--- config.mk ---
export PLATFORM = sky130hd
export DESIGN_NAME = uart_dual_ring_buffer_flat
export DESIGN_NICKNAME = d
export VERILOG_FILES = /design/src/rtl/udrb_pkg.sv /design/src/rtl/udrb_in_if.sv /design/src/rtl/udrb_out_if.sv /design/src/rtl/uart_dual_ring_buffer.sv /design/src/flat_wrapper.sv
export SDC_FILE = /design/constraint.sdc
export NUM_CORES = 1
export LEC_CHECK = 0
export ABC_AREA = 1
export BUFFER_PORTS_ARGS = -buffer_cell sky130_fd_sc_hd__buf_2
export CORE_MARGIN = 2
export CORE_UTILIZATION = 45
export DETAILED_ROUTE_END_ITERATION = 10
export GPL_TIMING_DRIVEN = 1
export PLACE_DENSITY = 0.6
export RECOVER_POWER = 50
export SETUP_SLACK_MARGIN = 0.4
export SKIP_CTS_REPAIR_TIMING = 1
export SYNTH_ARGS = -nofsm -noshare
export SYNTH_HDL_FRONTEND = slang
export SYNTH_SLANG_ARGS = --single-unit
--- constraint.sdc ---
create_clock -name clk_i -period 4.2 [get_ports clk_i]
set_clock_uncertainty 0.15 [all_clocks]
set_input_delay 0.42 -clock clk_i [delete_from_list [all_inputs] [get_ports clk_i]]
set_output_delay 0.42 -clock clk_i [all_outputs]
set_load 0.005 [all_outputs]
--- src/rtl/udrb_pkg.sv ---
// ----------------------------------------------------------------------------
// udrb_pkg: shared types and constants of the UART dual ring buffer
// Holds the event codes and the fixed field widths used by the interfaces
// and by the top level.
// ----------------------------------------------------------------------------
package udrb_pkg;

  localparam int OP_W   = 2;
  localparam int BYTE_W = 8;

  // Event codes carried in the operation field.
  typedef enum logic [OP_W-1:0] {
    OP_LINE_RX    = 2'd0,
    OP_HOST_READ  = 2'd1,
    OP_HOST_WRITE = 2'd2,
    OP_TX_READY   = 2'd3
  } udrb_op_e;

  typedef logic [BYTE_W-1:0] byte_t;

endpackage

--- src/rtl/udrb_in_if.sv ---
// ----------------------------------------------------------------------------
// udrb_in_if: event channel of the UART dual ring buffer
// Carries one event item (operation code and data byte) with valid/ready.
// ----------------------------------------------------------------------------
interface udrb_in_if;
  logic                            valid;
  logic                            ready;
  logic [udrb_pkg::OP_W-1:0]       operation;
  udrb_pkg::byte_t                 data_byte;

  modport source (output valid, output operation, output data_byte, input ready);
  modport sink   (input valid, input operation, input data_byte, output ready);
endinterface

--- src/rtl/udrb_out_if.sv ---
// ----------------------------------------------------------------------------
// udrb_out_if: result channel of the UART dual ring buffer
// Carries one result item per event with valid/ready.
// ----------------------------------------------------------------------------
interface udrb_out_if;
  logic            valid;
  logic            ready;
  udrb_pkg::byte_t read_data;
  logic            read_valid;
  logic            write_accepted;
  udrb_pkg::byte_t line_out_byte;
  logic            line_out_valid;
  logic            arrival_stored;
  logic            receive_irq_on;
  logic            transmit_irq_on;

  modport source (
    output valid, output read_data, output read_valid, output write_accepted,
    output line_out_byte, output line_out_valid, output arrival_stored,
    output receive_irq_on, output transmit_irq_on, input ready
  );
  modport sink (
    input valid, input read_data, input read_valid, input write_accepted,
    input line_out_byte, input line_out_valid, input arrival_stored,
    input receive_irq_on, input transmit_irq_on, output ready
  );
endinterface

--- src/rtl/uart_dual_ring_buffer.sv ---
// ----------------------------------------------------------------------------
// uart_dual_ring_buffer: receive and transmit byte rings of a UART
// Event-driven model of the interrupt-side buffering of a UART: line
// arrivals, host reads, host writes and transmitter-ready events.
// ----------------------------------------------------------------------------
// Usage: every event enters on in_i as one item (operation, data_byte) and
// produces exactly one result item on out_o, in order. Line arrivals fill the
// receive ring, host reads drain it; host writes fill the transmit ring and
// transmitter-ready events drain it. Each ring keeps one slot free, so it
// holds at most RING_DEPTH - 1 bytes. A full receive ring drops the byte and
// clears the receive interrupt enable; a full transmit ring rejects the write.
// The result of an item is registered and shown from the cycle after the item
// is accepted. One item is taken per cycle while out_o is not stalled: the
// pointer compare and update happen in the accepting cycle, and each ring
// memory is read into a registered data word beside the result flags.
// When the receiver stalls, the result register holds and in_i stays ready
// only as long as that register is free or being emptied in the same cycle.
// Reset clears all pointers (both rings empty), sets the receive interrupt
// enable and clears the transmit enable; ring contents are left as they are.
// ----------------------------------------------------------------------------
module uart_dual_ring_buffer #(
  parameter int RING_DEPTH = 16
) (
  input  logic        clk_i,
  input  logic        rst_ni,
  udrb_in_if.sink     in_i,
  udrb_out_if.source  out_o
);

  localparam int PTR_W = (RING_DEPTH > 1) ? $clog2(RING_DEPTH) : 1;
  localparam logic [PTR_W-1:0] PTR_LAST = PTR_W'(RING_DEPTH - 1);

  function automatic logic [PTR_W-1:0] ptr_next(input logic [PTR_W-1:0] p);
    ptr_next = (p == PTR_LAST) ? '0 : p + PTR_W'(1);
  endfunction

  // Ring storage, no reset: a slot is only read after it has been written.
  udrb_pkg::byte_t rx_mem [RING_DEPTH];
  udrb_pkg::byte_t tx_mem [RING_DEPTH];

  logic [PTR_W-1:0] rx_head_q, rx_head_d, rx_tail_q, rx_tail_d;
  logic [PTR_W-1:0] tx_head_q, tx_head_d, tx_tail_q, tx_tail_d;
  logic             rx_en_q, rx_en_d, tx_en_q, tx_en_d;

  // Result register.
  logic             out_valid_q;
  logic             rd_valid_q, rd_valid_d;
  logic             wr_acc_q, wr_acc_d;
  logic             lo_valid_q, lo_valid_d;
  logic             stored_q, stored_d;
  udrb_pkg::byte_t  rx_rdata_q, tx_rdata_q;

  logic             accept;
  logic             rx_we, rx_re, tx_we, tx_re;
  logic [PTR_W-1:0] rx_head_nx, rx_tail_nx, tx_head_nx, tx_tail_nx;
  logic             rx_empty, rx_full, tx_empty, tx_full;
  udrb_pkg::udrb_op_e op;

  // The result register is free when empty or when it is taken this cycle.
  assign in_i.ready = !out_valid_q || out_o.ready;
  assign accept     = in_i.valid && in_i.ready;
  assign op         = udrb_pkg::udrb_op_e'(in_i.operation);

  assign rx_head_nx = ptr_next(rx_head_q);
  assign rx_tail_nx = ptr_next(rx_tail_q);
  assign tx_head_nx = ptr_next(tx_head_q);
  assign tx_tail_nx = ptr_next(tx_tail_q);
  assign rx_empty   = (rx_head_q == rx_tail_q);
  assign rx_full    = (rx_head_nx == rx_tail_q);
  assign tx_empty   = (tx_head_q == tx_tail_q);
  assign tx_full    = (tx_head_nx == tx_tail_q);

  // Event decode. Only one event is taken per cycle, so a ring is never
  // written and read in the same cycle.
  always_comb begin
    rx_head_d  = rx_head_q;
    rx_tail_d  = rx_tail_q;
    tx_head_d  = tx_head_q;
    tx_tail_d  = tx_tail_q;
    rx_en_d    = rx_en_q;
    tx_en_d    = tx_en_q;
    rx_we      = 1'b0;
    rx_re      = 1'b0;
    tx_we      = 1'b0;
    tx_re      = 1'b0;
    rd_valid_d = 1'b0;
    wr_acc_d   = 1'b0;
    lo_valid_d = 1'b0;
    stored_d   = 1'b0;
    if (accept) begin
      unique case (op)
        udrb_pkg::OP_LINE_RX: begin
          if (rx_full) begin
            // Overrun: drop the byte and mask receive interrupts.
            rx_en_d = 1'b0;
          end else begin
            rx_head_d = rx_head_nx;
            rx_we     = 1'b1;
            stored_d  = 1'b1;
          end
        end
        udrb_pkg::OP_HOST_READ: begin
          if (!rx_empty) begin
            rx_tail_d  = rx_tail_nx;
            rx_re      = 1'b1;
            rd_valid_d = 1'b1;
          end
          rx_en_d = 1'b1;
        end
        udrb_pkg::OP_HOST_WRITE: begin
          if (!tx_full) begin
            tx_head_d = tx_head_nx;
            tx_we     = 1'b1;
            tx_en_d   = 1'b1;
            wr_acc_d  = 1'b1;
          end
        end
        udrb_pkg::OP_TX_READY: begin
          if (!tx_empty) begin
            tx_tail_d  = tx_tail_nx;
            tx_re      = 1'b1;
            lo_valid_d = 1'b1;
          end else begin
            tx_en_d = 1'b0;
          end
        end
        default: begin
        end
      endcase
    end
  end

  always_ff @(posedge clk_i or negedge rst_ni) begin
    if (!rst_ni) begin
      rx_head_q   <= '0;
      rx_tail_q   <= '0;
      tx_head_q   <= '0;
      tx_tail_q   <= '0;
      rx_en_q     <= 1'b1;
      tx_en_q     <= 1'b0;
      out_valid_q <= 1'b0;
    end else begin
      rx_head_q <= rx_head_d;
      rx_tail_q <= rx_tail_d;
      tx_head_q <= tx_head_d;
      tx_tail_q <= tx_tail_d;
      rx_en_q   <= rx_en_d;
      tx_en_q   <= tx_en_d;
      if (accept) begin
        out_valid_q <= 1'b1;
      end else if (out_o.ready) begin
        out_valid_q <= 1'b0;
      end
    end
  end

  // Result flags load with each accepted item and hold while stalled.
  always_ff @(posedge clk_i) begin
    if (accept) begin
      rd_valid_q <= rd_valid_d;
      wr_acc_q   <= wr_acc_d;
      lo_valid_q <= lo_valid_d;
      stored_q   <= stored_d;
    end
  end

  // Receive ring memory with registered read port.
  always_ff @(posedge clk_i) begin
    if (rx_we) begin
      rx_mem[rx_head_nx] <= in_i.data_byte;
    end
    if (rx_re) begin
      rx_rdata_q <= rx_mem[rx_tail_nx];
    end
  end

  // Transmit ring memory with registered read port.
  always_ff @(posedge clk_i) begin
    if (tx_we) begin
      tx_mem[tx_head_nx] <= in_i.data_byte;
    end
    if (tx_re) begin
      tx_rdata_q <= tx_mem[tx_tail_nx];
    end
  end

  // The enables are shown as they stand after the item; they change only on
  // an accept, so the current register value matches while a result waits.
  assign out_o.valid           = out_valid_q;
  assign out_o.read_data       = rd_valid_q ? rx_rdata_q : '0;
  assign out_o.read_valid      = rd_valid_q;
  assign out_o.write_accepted  = wr_acc_q;
  assign out_o.line_out_byte   = lo_valid_q ? tx_rdata_q : '0;
  assign out_o.line_out_valid  = lo_valid_q;
  assign out_o.arrival_stored  = stored_q;
  assign out_o.receive_irq_on  = rx_en_q;
  assign out_o.transmit_irq_on = tx_en_q;

endmodule
--- src/flat_wrapper.sv ---
// flat-port wrapper written by rule: the top's interface ports become plain ports
module uart_dual_ring_buffer_flat 
#(
  parameter int RING_DEPTH = 16
)
  (clk_i, rst_ni, in_i_valid, in_i_operation, in_i_data_byte, in_i_ready, out_o_valid, out_o_read_data, out_o_read_valid, out_o_write_accepted, out_o_line_out_byte, out_o_line_out_valid, out_o_arrival_stored, out_o_receive_irq_on, out_o_transmit_irq_on, out_o_ready);
  udrb_in_if in_i_i ();
  udrb_out_if out_o_i ();
  input  logic clk_i;
  input  logic rst_ni;
  input wire logic [$bits(in_i_i.valid)-1:0] in_i_valid;
  input wire logic [$bits(in_i_i.operation)-1:0] in_i_operation;
  input wire logic [$bits(in_i_i.data_byte)-1:0] in_i_data_byte;
  output wire logic [$bits(in_i_i.ready)-1:0] in_i_ready;
  output wire logic [$bits(out_o_i.valid)-1:0] out_o_valid;
  output wire logic [$bits(out_o_i.read_data)-1:0] out_o_read_data;
  output wire logic [$bits(out_o_i.read_valid)-1:0] out_o_read_valid;
  output wire logic [$bits(out_o_i.write_accepted)-1:0] out_o_write_accepted;
  output wire logic [$bits(out_o_i.line_out_byte)-1:0] out_o_line_out_byte;
  output wire logic [$bits(out_o_i.line_out_valid)-1:0] out_o_line_out_valid;
  output wire logic [$bits(out_o_i.arrival_stored)-1:0] out_o_arrival_stored;
  output wire logic [$bits(out_o_i.receive_irq_on)-1:0] out_o_receive_irq_on;
  output wire logic [$bits(out_o_i.transmit_irq_on)-1:0] out_o_transmit_irq_on;
  input wire logic [$bits(out_o_i.ready)-1:0] out_o_ready;
  assign in_i_i.valid = in_i_valid;
  assign in_i_i.operation = in_i_operation;
  assign in_i_i.data_byte = in_i_data_byte;
  assign in_i_ready = in_i_i.ready;
  assign out_o_valid = out_o_i.valid;
  assign out_o_read_data = out_o_i.read_data;
  assign out_o_read_valid = out_o_i.read_valid;
  assign out_o_write_accepted = out_o_i.write_accepted;
  assign out_o_line_out_byte = out_o_i.line_out_byte;
  assign out_o_line_out_valid = out_o_i.line_out_valid;
  assign out_o_arrival_stored = out_o_i.arrival_stored;
  assign out_o_receive_irq_on = out_o_i.receive_irq_on;
  assign out_o_transmit_irq_on = out_o_i.transmit_irq_on;
  assign out_o_i.ready = out_o_ready;
  uart_dual_ring_buffer #(.RING_DEPTH(RING_DEPTH)) u_core (.clk_i(clk_i), .rst_ni(rst_ni), .in_i(in_i_i), .out_o(out_o_i));
endmodule
# --- After elaboration in Yosys (flattened, before gate mapping) ---
# Memory sizes are Yosys's and may differ from the RTL's. A register that Yosys moved wholly into a read port is not among the register bits.
# Cells that the tools add are included.
word_totals:
  output_inout_bits: 24
  ff_bits: 23
  memories: 2
  mem_bits_rw: 256
classes:
  eq_ne: 14
  addsub: 4
  n_reduce_logical: 13
  n_bitwise: 4
  muxes: 29
memory_table:
  columns: ["name", "words", "word_bits", "read_ports", "rd_ports_with_merged_regs", "write_ports", "line", "text"]
  rows:
  - ["u_core.rx_mem", 16, 8, 1, 1, 1, "uart_dual_ring_buffer.sv:38", "udrb_pkg::byte_t rx_mem [RING_DEPTH];"]
  - ["u_core.tx_mem", 16, 8, 1, 1, 1, "uart_dual_ring_buffer.sv:39", "udrb_pkg::byte_t tx_mem [RING_DEPTH];"]
ops:
  columns: ["cell", "n"]
  rows:
  - ["1-bit 2-to-1 mux", 21]
  - ["4-bit by 1-bit adder with 4-bit output (second input constant)", 4]
  - ["4-bit == test", 4]
  - ["4-bit == test (second input constant)", 4]
  - ["4-bit 2-to-1 mux", 4]
  - ["8-bit 2-to-1 mux", 2]
  - ["3-bit AND reduction", 5]
  - ["2-bit nonzero test", 3]
  - ["2-bit == test (second input constant)", 2]
  - ["2-bit by 1-bit != test with 1-bit output (second input constant)", 2]
  - ["1-bit inverter", 4]
  - ["1-bit case mux with 2 select lines", 2]
  - ["4-bit AND reduction", 1]
  - ["2-bit by 1-bit == test with 1-bit output (second input constant)", 1]
  - ["2-bit zero test", 1]
  - ["2-bit != test (second input constant)", 1]
  - ["1-bit logical AND", 1]
  - ["1-bit zero test", 1]
  - ["1-bit logical OR", 1]

# --- Depth between registers and ports, before layout ---
logic_depth:
  ltp_word: 8
  mapped_depth: 14
  mapped_depth_nobuf: 12

# --- Worst setup path after synthesis ---
# No wires, ideal clock.
synth_timing:
  path_kind: "reg2reg"
  start: "register u_core.tx_head_q[0]"
  end: "memory u_core.tx_mem[0][0] (netlist name), enable pin"
  required_time_ps: 3680
  arrival_time_ps: 1957
  stages_incl_launch_ff: 10
  setup_slack_ps: 1723
  n_path_buf: 1
  path_cell_list: "dfrtp_1 -> inv_1 -> ha_1 -> xnor2_1 -> nand3_1 -> nor2_1 -> nand3_2 -> nand3_2 -> buf_4 -> nor2_1"
synth_between:
  elab_chain_len: 8
synth_lines:
  columns: ["element", "line", "text"]
  rows:
  - ["from (decl)", "uart_dual_ring_buffer.sv:42", "logic [PTR_W-1:0] tx_head_q, tx_head_d, tx_tail_q, tx_tail_d;"]
  - ["from (signal assigned)", "uart_dual_ring_buffer.sv:145", "tx_head_q <= tx_head_d;"]
  - ["4-bit by 1-bit adder with 4-bit output or 4-bit == test (tied branches)", "uart_dual_ring_buffer.sv:34", "ptr_next = (p == PTR_LAST) ? '0 : p + PTR_W'(1);"]
  - ["4-bit 2-to-1 mux (*)", "uart_dual_ring_buffer.sv:34", null]
  - ["net u_core.tx_head_nx[1]", "uart_dual_ring_buffer.sv:55", "logic [PTR_W-1:0] rx_head_nx, rx_tail_nx, tx_head_nx, tx_tail_nx;"]
  - ["4-bit == test", "uart_dual_ring_buffer.sv:71", "assign tx_full = (tx_head_nx == tx_tail_q);"]
  - ["1-bit 2-to-1 mux", "uart_dual_ring_buffer.sv:111", "if (!tx_full) begin"]
  - ["1-bit 2-to-1 mux", "uart_dual_ring_buffer.sv:91", "unique case (op)"]
  - ["1-bit 2-to-1 mux", "uart_dual_ring_buffer.sv:90", "if (accept) begin"]
  - ["1-bit 2-to-1 mux", "uart_dual_ring_buffer.sv:179", "if (tx_we) begin"]
  - ["1-bit 2-to-1 mux (not written as such)", "uart_dual_ring_buffer.sv:180", "tx_mem[tx_head_nx] <= in_i.data_byte;"]
  - ["to (decl)", "uart_dual_ring_buffer.sv:39", null]
# Mark *: on every way through the listed nets, which the timed path passes. The rest lies on a longest branch.

# --- Worst setup path after layout ---
layout_timing:
  start: "register u_core.rx_tail_q[1]"
  end: "register u_core.rx_rdata_q[6] (read register of u_core.rx_mem), data pin"
layout_rtl:
  columns: ["element", "line", "text"]
  rows:
  - ["from (decl)", "uart_dual_ring_buffer.sv:41", "logic [PTR_W-1:0] rx_head_q, rx_head_d, rx_tail_q, rx_tail_d;"]
  - ["from (signal assigned)", "uart_dual_ring_buffer.sv:144", "rx_tail_q <= rx_tail_d;"]
  - ["4-bit by 1-bit adder with 4-bit output or 4-bit == test (tied branches)", "uart_dual_ring_buffer.sv:34", null]
  - ["4-bit 2-to-1 mux (*)", "uart_dual_ring_buffer.sv:34", null]
  - ["net u_core.rx_tail_nx[1]", "uart_dual_ring_buffer.sv:55", null]
  - ["to (decl)", "uart_dual_ring_buffer.sv:51", "udrb_pkg::byte_t rx_rdata_q, tx_rdata_q;"]
# Marks and branches as above.
# A chain may end at the register's enable or synchronous reset.

==> metrics.csv <==
metric,value,unit
hold_path_startpoint,out_o_ready,
synth_area_leaders,"edfxtp_1 63%, nand2_1 12%, nand3_1 7.1%, dfrtp_1 3.4%, inv_1 3.1%",
netlist_area,13200,µm²
ir_drop,416,µV
die_h,175,µm
port_buffers,37,
ys_seq_elements,295,
cts_tree,built,
cp_cell_sequence,"ha_1, buf_4, clkinv_1, nand2_1, nand3_1, nand3_1, nand2_1",
drt_iter0_drc,765,
antenna_found_initial,0,
dr_wl_met2,15500,µm
p_leak,5.80,nW
insertion_delay,560,ps
hold_path_class,primary input to register,
min_path_cells,4,
hold_end,u_core.out_o.valid,
clk_pin_slew_worst_paths,60,ps
grt_first_pass_wirelength,48700,µm
routedLengthMet1,13000,µm
drc,0,
num_io_pins,38,
holdWs,-7.29,ps
r2r_cells,7,
vias,8778,
fmax,333,MHz
slew_headroom,-38.3,%
end_kind,register,
post-synth-top-area-cell,edfxtp_1,
placeableCoreArea,28800,µm²
pwr_density_cell,690,nW/µm²
avgRoutedWirePerCell,18.6,µm
critPathMaxFanout,40,
fin_area,14600,µm²
crit_path_start_kind,register,
critical-path-max-stage-delay,800,ps
violations,"negative hold slack, max-capacitance violations, max-slew violations",
grt_max_degree,50,
final_hold_viol_count,1,
pre_cts_slack,1170,ps
rsz0062_at_grt,false,
placed_area,13600,µm²
seq_area_frac_synth,66.5,%
setup_viol,0,
fin_crit_sh,71.5,%
via_per_inst,5.21,
dp_hpwl,19100,µm
drive_above_1_share,8.38,%
crit_arrival,3160,ps
root_buffer,clkbuf_16,
ant_nets,0,
dieArea,30700,µm²
numClockSinks,295,
dieWidth,175,µm
gp_congestion,0.822,
synth.top_cell.area_share,62.9,%
syn_area_per_cell,10.6,µm²
top_layer,met4,
start_util,45.8,%
nets,1302,
grt_use_total,20.7,%
dpl.cell_count,1626,
grt_overflow,0,
yosys_warnings,0,
grt_pass1_vias,8592,
timing.final.crit_period,3000,ps
wl_met3,1550,µm
firstDrtPassIters,7,
max_slew.worst_pin.slew,2070,ps
rows,62,
crit_type,register to register,
worst_slack,1200,ps
h-tree-depth,1,
r2r_slack,1200,ps
synth_nets,1275,
synthDistinctLibCells,36,
cap_viol_max_count,7,
final_cells,1684,
area_growth,11.1,%
status,finished with violations,
r2r-start,u_core.rx_tail_q[1],
slew_violations,231,
required,4350,ps
setup_tns,0,ps
netlist_instances,1249,
diodes,0,
routed_wl,31300,µm
n_fill_cell,2619,
cts_buffers,31,
crit_path_top_delay_cell,clkinv_1,
clk_path_buf_depth,3,
rr_endpoint,u_core.rx_rdata_q[6],
layout make-up:
type	count	area, µm²	share of cell area (%)
multi-input cells	780	3680	25.1
clock inverters	12	164	1.12
well taps	384	480	3.28
inverters	118	443	3.02
flip-flops and latches	295	8760	59.9
clock buffers	45	848	5.79
repair buffers	50	267	1.82
cell usage in the layout (no fill, tap or decap), types with 2 or more instances in the layout:
cell type,n
nand3_2,5
nand3_1,187
o21ai_0,7
or2_2,7
buf_2,22
clkbuf_8,2
nand4_1,12
xnor2_1,6
bufinv_16,4
o211ai_1,15
a21oi_1,19
clkbuf_1,27
xor2_1,2
edfxtp_1,276
nor2_2,4
buf_4,12
nor2_1,45
or2_1,8
dfrtp_1,18
clkbuf_16,31
nand2_4,2
nand2_1,407
inv_1,108
inv_2,6
nand3b_1,31
ha_1,12
nand2_2,5
clkinv_1,6
clkinv_2,4
Yosys cell counts:
master,instances
nand4_1,12
dfstp_2,1
and2_1,1
clkbuf_1,25
edfxtp_1,276
buf_2,16
buf_1,4
o21ai_2,1
nor2_1,43
clkbuf_2,1
dfrtp_1,18
o21ai_0,7
nand3_1,187
o21ai_1,1
a31oi_1,1
buf_4,6
nand3_2,5
inv_2,6
clkinv_1,4
buf_8,1
or2_2,7
buf_6,3
nand2_1,407
nand3b_1,31
o211ai_1,15
xnor2_1,6
nor2_2,6
or2_1,8
nand2_2,5
nand2_4,2
xor2_1,2
inv_1,108
ha_1,12
a21oi_1,19
nand3_4,1
o21a_1,1
report_power, final:
part / internal [mW] / leakage [nW] / total (mW) / switching [mW]
Clock: 1.64 / 0.490 / 2.73 / 1.09
Combinational: 1.13 / 2.58 / 3.74 / 2.61
Sequential: 3.46 / 2.73 / 3.64 / 0.173
cells by family after synthesis:
logic type	count (synthesis)	synth area share, %
fa+ha+maj	12	1.14
compound gates	45	2.05
simple gates	715	24.2
buf+inv	174	5.54
flops	295	66.5
xor+xnor	8	0.532
routing by layer:
| layer | global-route usage [%] | vias to the layer above |
|---|---|---|
| met1 | 26.9 | 4180 |
| met4 | 8.44 | 0 |
| met2 | 35.1 | 251 |
| met5 | 0 | - |
| li1 | - | 4269 |
| met3 | 2.68 | 78 |
state kept, by name, summed over array words and instances, names as in the netlist:
signal	count
u_core.rx_mem	128
u_core.tx_mem	128
u_core.rx_rdata_q	8
u_core.tx_rdata_q	8
u_core.rx_head_q	4
u_core.rx_tail_q	4
u_core.tx_head_q	4
u_core.tx_tail_q	4
u_core.out_o.arrival_stored	1
u_core.out_o.line_out_valid	1
u_core.out_o.read_valid	1
u_core.out_o.receive_irq_on	1
u_core.out_o.transmit_irq_on	1
u_core.out_o.valid	1
u_core.out_o.write_accepted	1
critical path: cells and delay by family (launching register included):
kind / cells / cell delay (ps)
adder cells (fa/ha/maj): 1 / 300
buffers and inverters: 2 / 1190
flip-flops: 1 / 440
AND/OR/NAND/NOR: 4 / 640
stage by stage:
stage               util, %  total power [mW]  hold slack, ps
CTS                    50.9              10.2            -317
global route           50.9              10.7            23.3
global placement       47.4              7.41             260
floorplan                 -              6.36           -25.6
detailed placement     47.4              7.45             266
finish                 50.9              10.1           -7.29
worst max-delay path by stage:
stage	startpoint	to	slack [ps]	depth (start not counted)
floorplan	u_core.tx_head_q[0]	u_core.tx_mem[0][0]	1720	9
global placement	u_core.rx_tail_q[1]	u_core.rx_rdata_q[6]	1250	7
detailed placement	u_core.tx_head_q[0]	u_core.tx_mem[8][3]	1170	8
CTS	u_core.tx_head_q[0]	u_core.tx_mem[8][2]	1170	8
global route	u_core.tx_head_q[0]	u_core.tx_mem[8][2]	930	8
finish	u_core.rx_tail_q[1]	u_core.rx_rdata_q[6]	1200	7
No activity file was read; power rests on OpenSTA's default activity.
